File: src/design/bitmap_page_frame_allocator_defines.svh
// Assertion macros shared by the page frame allocator.
`ifndef BITMAP_PAGE_FRAME_ALLOCATOR_DEFINES_SVH
`define BITMAP_PAGE_FRAME_ALLOCATOR_DEFINES_SVH

// Same-cycle implication, disabled while reset is asserted.
`define BPFA_ASSERT_NOW(label, ante, cons) \
  label: assert property (@(posedge clk) disable iff (!rst_n) (ante) |-> (cons)) \
    else $error("allocator check failed");

// Next-cycle implication, disabled while reset is asserted.
`define BPFA_ASSERT_NEXT(label, ante, cons) \
  label: assert property (@(posedge clk) disable iff (!rst_n) (ante) |=> (cons)) \
    else $error("allocator check failed");

`endif

File: src/design/bpfa_pkg.sv
// Types and constants of the bitmap page frame allocator.
package bpfa_pkg;

  // Fixed widths of the register and item fields.
  localparam int FRAME_W   = 20;
  localparam int PAGES_W   = 16;
  localparam int ADDR_W    = 32;
  localparam int OFFSET_W  = 12;
  localparam int WORD_W    = 32;
  localparam int BIT_W     = 5;
  localparam int CFG_IDX_W = 3;
  localparam int CFG_DATA_W = 20;
  localparam int MAX_REGIONS = 3;
  // Width of index and prefix arithmetic: three 16-bit counts plus a 20-bit frame.
  localparam int CALC_W    = 21;

  typedef enum logic [1:0] {
    ACT_INIT  = 2'd0,
    ACT_ALLOC = 2'd1,
    ACT_FREE  = 2'd2,
    ACT_NOP   = 2'd3
  } action_t;

  typedef enum logic [1:0] {
    STATUS_OK     = 2'd0,
    STATUS_OOM    = 2'd1,
    STATUS_DOUBLE = 2'd2,
    STATUS_BAD    = 2'd3
  } status_t;

  typedef enum logic [CFG_IDX_W-1:0] {
    CFG_REGION0_BASE  = 3'd0,
    CFG_REGION0_PAGES = 3'd1,
    CFG_REGION1_BASE  = 3'd2,
    CFG_REGION1_PAGES = 3'd3,
    CFG_REGION2_BASE  = 3'd4,
    CFG_REGION2_PAGES = 3'd5,
    CFG_REGIONS_USED  = 3'd6,
    CFG_RESERVED      = 3'd7
  } cfg_index_t;

  typedef enum logic [2:0] {
    ST_IDLE,
    ST_INIT,
    ST_SCAN,
    ST_CLAIM,
    ST_FREE_MAP,
    ST_FREE_CHK,
    ST_DONE
  } state_t;

  typedef struct packed {
    logic [FRAME_W-1:0] base;
    logic [PAGES_W-1:0] pages;
  } region_t;

  typedef struct packed {
    logic              hit;
    logic [CALC_W-1:0] index;
  } free_map_t;

endpackage

File: src/design/bpfa_region_map.sv
// Translation between page indices and frame numbers across the regions.
module bpfa_region_map #(
  parameter int NUM_REGIONS = 3
) (
  input  bpfa_pkg::region_t [bpfa_pkg::MAX_REGIONS-1:0] regions,
  input  logic [1:0]                                    regions_in_use,
  input  logic [bpfa_pkg::CALC_W-1:0]                   alloc_index,
  input  logic [bpfa_pkg::FRAME_W-1:0]                  free_frame,
  output logic [bpfa_pkg::CALC_W-1:0]                   page_sum,
  output logic [bpfa_pkg::FRAME_W-1:0]                  alloc_frame,
  output bpfa_pkg::free_map_t                           free_map
);

  localparam logic [1:0] REGION_CAP = 2'(NUM_REGIONS);

  logic [1:0] active;

  // Only the leading regions up to the built-in count are valid.
  assign active = (regions_in_use > REGION_CAP) ? REGION_CAP : regions_in_use;

  // Walk the regions in order; the lowest numbered match wins on both paths.
  always_comb begin
    logic [bpfa_pkg::CALC_W-1:0] prefix;
    logic [bpfa_pkg::CALC_W-1:0] pages_ext;
    logic [bpfa_pkg::CALC_W-1:0] base_ext;
    logic [bpfa_pkg::FRAME_W-1:0] offset;
    logic                        alloc_found;
    prefix      = '0;
    pages_ext   = '0;
    base_ext    = '0;
    offset      = '0;
    alloc_found = 1'b0;
    alloc_frame = '0;
    free_map    = '0;
    for (int r = 0; r < NUM_REGIONS; r++) begin
      if (2'(r) < active) begin
        pages_ext = bpfa_pkg::CALC_W'(regions[r].pages);
        base_ext  = bpfa_pkg::CALC_W'(regions[r].base);
        // Index to frame: earlier regions have been passed over already.
        if (!alloc_found && (alloc_index < prefix + pages_ext)) begin
          alloc_found = 1'b1;
          alloc_frame = bpfa_pkg::FRAME_W'(base_ext + alloc_index - prefix);
        end
        // Frame to index.
        offset = free_frame - regions[r].base;
        if (!free_map.hit && (free_frame >= regions[r].base) &&
            (bpfa_pkg::CALC_W'(offset) < pages_ext)) begin
          free_map.hit   = 1'b1;
          free_map.index = prefix + bpfa_pkg::CALC_W'(offset);
        end
        prefix = prefix + pages_ext;
      end
    end
    page_sum = prefix;
  end

endmodule

File: config.mk
export PLATFORM = sky130hd
export DESIGN_NAME = bpfa_region_map
export DESIGN_NICKNAME = d
export VERILOG_FILES = /design/src/design/bitmap_page_frame_allocator_defines.svh /design/src/design/bpfa_pkg.sv /design/src/design/bpfa_region_map.sv
export SDC_FILE = /design/constraint.sdc
export NUM_CORES = 1
export LEC_CHECK = 0
export BUFFER_PORTS_ARGS = -buffer_cell sky130_fd_sc_hd__buf_2
export CORE_MARGIN = 2
export CORE_UTILIZATION = 39
export DETAILED_ROUTE_END_ITERATION = 8
export PLACE_DENSITY = 0.59
export SLEW_MARGIN = 20
export SYNTH_ARGS = -nofsm -noshare
export SYNTH_HDL_FRONTEND = slang
export SYNTH_SLANG_ARGS = --single-unit
File: constraint.sdc
create_clock -name vclk -period 10.35
set_clock_uncertainty 0.15 [all_clocks]
set_input_delay 2.07 -clock vclk [all_inputs]
set_output_delay 2.07 -clock vclk [all_outputs]
set_load 0.02 [all_outputs]
==> summary.md <==
| Metric | Value |
|---|---|
| CP delay by family, top | compound AO/OA/AOI/OAI gates |
| Final instance area | 15,000 sq um |
| Sw Share | 57.4% |
| Layout Cells excl Fill | 2,454 |
| Synth Area in Compound Gates | 29.2% |
| Die Area | 34,000 sq um |
| CP Launch Type | input pin |
| Gp weighted congestion | 0.941 |
| Global-route wire length before repair | 73.4 mm |
| Layout cells sized above 1 | 17.4% |
| Outcome | finished, final reports clean |
| Fill cells | 3,379 |
| Tmin final | 10.10 ns |
| Main area contributors after synthesis | ha_1 (28%), xnor2_1 (8.8%), inv_1 (7.0%) |
| Critical path data required time | 8.13 ns |
| Most frequent CP cell | buf_4 |
| Tot Pwr | 1.57 mW |
| Synth Area per Inst | 7.20 sq um |
| DR vias | 13,600 |
| Pwr dens | 104 nW/um^2 |
| IO Pins | 214 |
| Worst-Margin Slew | 0.957 ns |
| Yosys Warn Count | 0 |
| Post-synthesis simple-gate area fraction | 16.3% |
| Fin worst setup slack | 0.252 ns |
| Final TNS setup | 0 ns |
| DRT iter0 DRCs | 867 |
| Area of the multi-input gates | 12,000 sq um |
| Port bufs | 208 |
| Post-Route WL | 50.3 mm |
| Setup violators final | 0 |
| Rows | 66 |
| Initial antenna violation count | 1 |
| Arrival time at the worst endpoint | 7.88 ns |
| Final sequential cell count | 0 |
| Via density | 5.53 |
| Area of the core | 32,300 sq um |
| Post-synth top area share | 27.6% |
| Die Ht | 184 microns |
| Slew HR | 36.2% |
| Area of the mapped netlist | 12,700 sq um |
| Ant. Diodes | 0 |
| DRC | 0 |
| Die Width | 184 microns |
| Largest family of logic cells by synthesized area | adder cells |
| Cell Area, Placed | 14,600 sq um |
| Drt pass-1 iters | 6 |
| Psw | 899 uW |
| Hold_buf cts | 0 |
| Slowest CP cell | ha_1 |
| Final net count | 2,477 |
| Register Area | 0 sq um |
| Per-cell routed wire length | 20.5 microns |
| Max-slew violations | 0 |
| Area share of xor/xnor cells in the synthesized design | 11.7% |
| Max Fclk | 0.0990 GHz |
| Starting Density | 39.3% |
| CP peak stage delay | 0.41 ns |
| Synth Area in Adders | 33.1% |
| Fin util | 46.6% |
| Crit Path Max Fanout | 9 |
| Tcrit/Tclk final | 97.6% |
| Logic pwr share | 100.0% |
| CP bufs+invs | 8 |
| Multiplexer share of the synthesized area | 1.29% |
| Placed cells | 2,448 |
| Post-route antenna net violation count | 0 |
| Leading area contributor after synthesis | ha_1 |
| Pre-CTS WS | -0.0614 ns |
| Hold Crit Class | in2out |
| CP endpoint kind | output pin |
| Smallest hold slack | 4.44 ns |
| Vias in the first global route | 12,800 |
| Reg power frac | 0% |
| Internal | 667 uW |
| GR Overflow Total | 0 |
| Area Overhead vs Synth | 18.6% |
| Crit Path Category | in2out |
| Synth unique cells | 73 |
| Total track usage | 28.6% |
| Largest net degree at the start of global routing | 27 |
| CP startpoint | regions_in_use[1] |
| Sequential-to-total area share from yosys stat | 0% |
| Hold Crit Start | regions[14] |
| Leak pwr | 7.87 nW |
| Mapped Cells | 1,763 |
| Maximum vdd drop | 0.0000358 V |
| Clock share of power | 0% |
| Number of clock buffers in the layout | 0 |
| Endpoints failing hold | 0 |
| Post-DP HPWL | 44.6 mm |
| MaxCap Viol Count | 0 |
-- repair_timing --
item / in CTS / in global routing
pin swaps: 1 / 35
gates resized for setup: 5 / 83
gates cloned: 0 / 1
endpoints found under the setup margin: 17 / 20
setup buffers: 0 / 5
-- placed cells by master, fill, tap and decap left out, drive strengths merged, types with 12 or more instances in the layout --
cell    synthesis  layout
a211oi         21      21
a21boi         12      12
a21o           81      81
a21oi         145     145
a22oi          26      26
a31oi          22      22
and2           15      15
and3           19      19
buf            14     276
fa             32      32
ha            280     280
inv           238     238
mux2i          13      13
nand2         109     109
nand2b         23      23
nand3          30      30
nand4          13      13
nor2          120     120
nor2b          26      26
nor3           34      34
o211ai         12      12
o21a           22      22
o21ai         100     100
o21bai         21      21
o221ai         15      15
or3            14      14
xnor2         127     127
xor2           43      43
-- power groups by stage --
stage / Sequential, mW / Clock [mW] / Combinational, mW
2_1_floorplan: 0 / 0 / 1.04
3_3_place_gp: 0 / 0 / 1.47
3_5_place_dp: 0 / 0 / 1.48
4_1_cts: 0 / 0 / 1.50
5_1_grt: 0 / 0 / 1.73
6_report: 0 / 0 / 1.57
-- path summary, 6_finish.rpt --
path,to,cells past startpoint
setup / recovery,alloc_frame[18],33
hold / removal,page_sum[14],4
-- synthesized netlist by cell type (7+ instances only) --
library cell,number
ha_1,280
inv_1,238
a21oi_1,145
xnor2_1,127
nor2_1,120
nand2_1,109
o21ai_0,94
a21o_1,81
xor2_1,43
nor3_1,34
fa_1,32
nand3_1,30
a22oi_1,26
nor2b_1,26
nand2b_1,23
a31oi_1,22
o21a_1,22
o21bai_1,21
a211oi_1,20
and3_1,19
clkbuf_1,18
and2_1,15
o221ai_1,15
or3_1,14
mux2i_1,13
nand4_1,13
a21boi_0,12
o211ai_1,12
a211o_1,10
buf_2,7
-- logic make-up (layout without fill, tap and decap cells) --
group           count (synthesis)  after routing
compound gates                559            559
simple gates                  428            428
fa+ha+maj                     318            318
buf+inv                       271            515
xor+xnor                      170            170
mux                            16             16
other cells                     1              6
-- layout make-up --
class              instances  share of cell area [%]
inverters                239                    5.96
multi-input cells       1497                    79.9
well taps                442                    3.68
repair buffers           276                    10.4
-- metal layers --
layer,vias to the layer above,wire [microns],GRT usage [%]
met5,-,13,0
met4,2,2690,13.0
met3,97,2180,1.26
met2,476,23700,50.6
met1,6173,21700,35.9
li1,6830,-,-
Power figures use the tool's default switching activity.
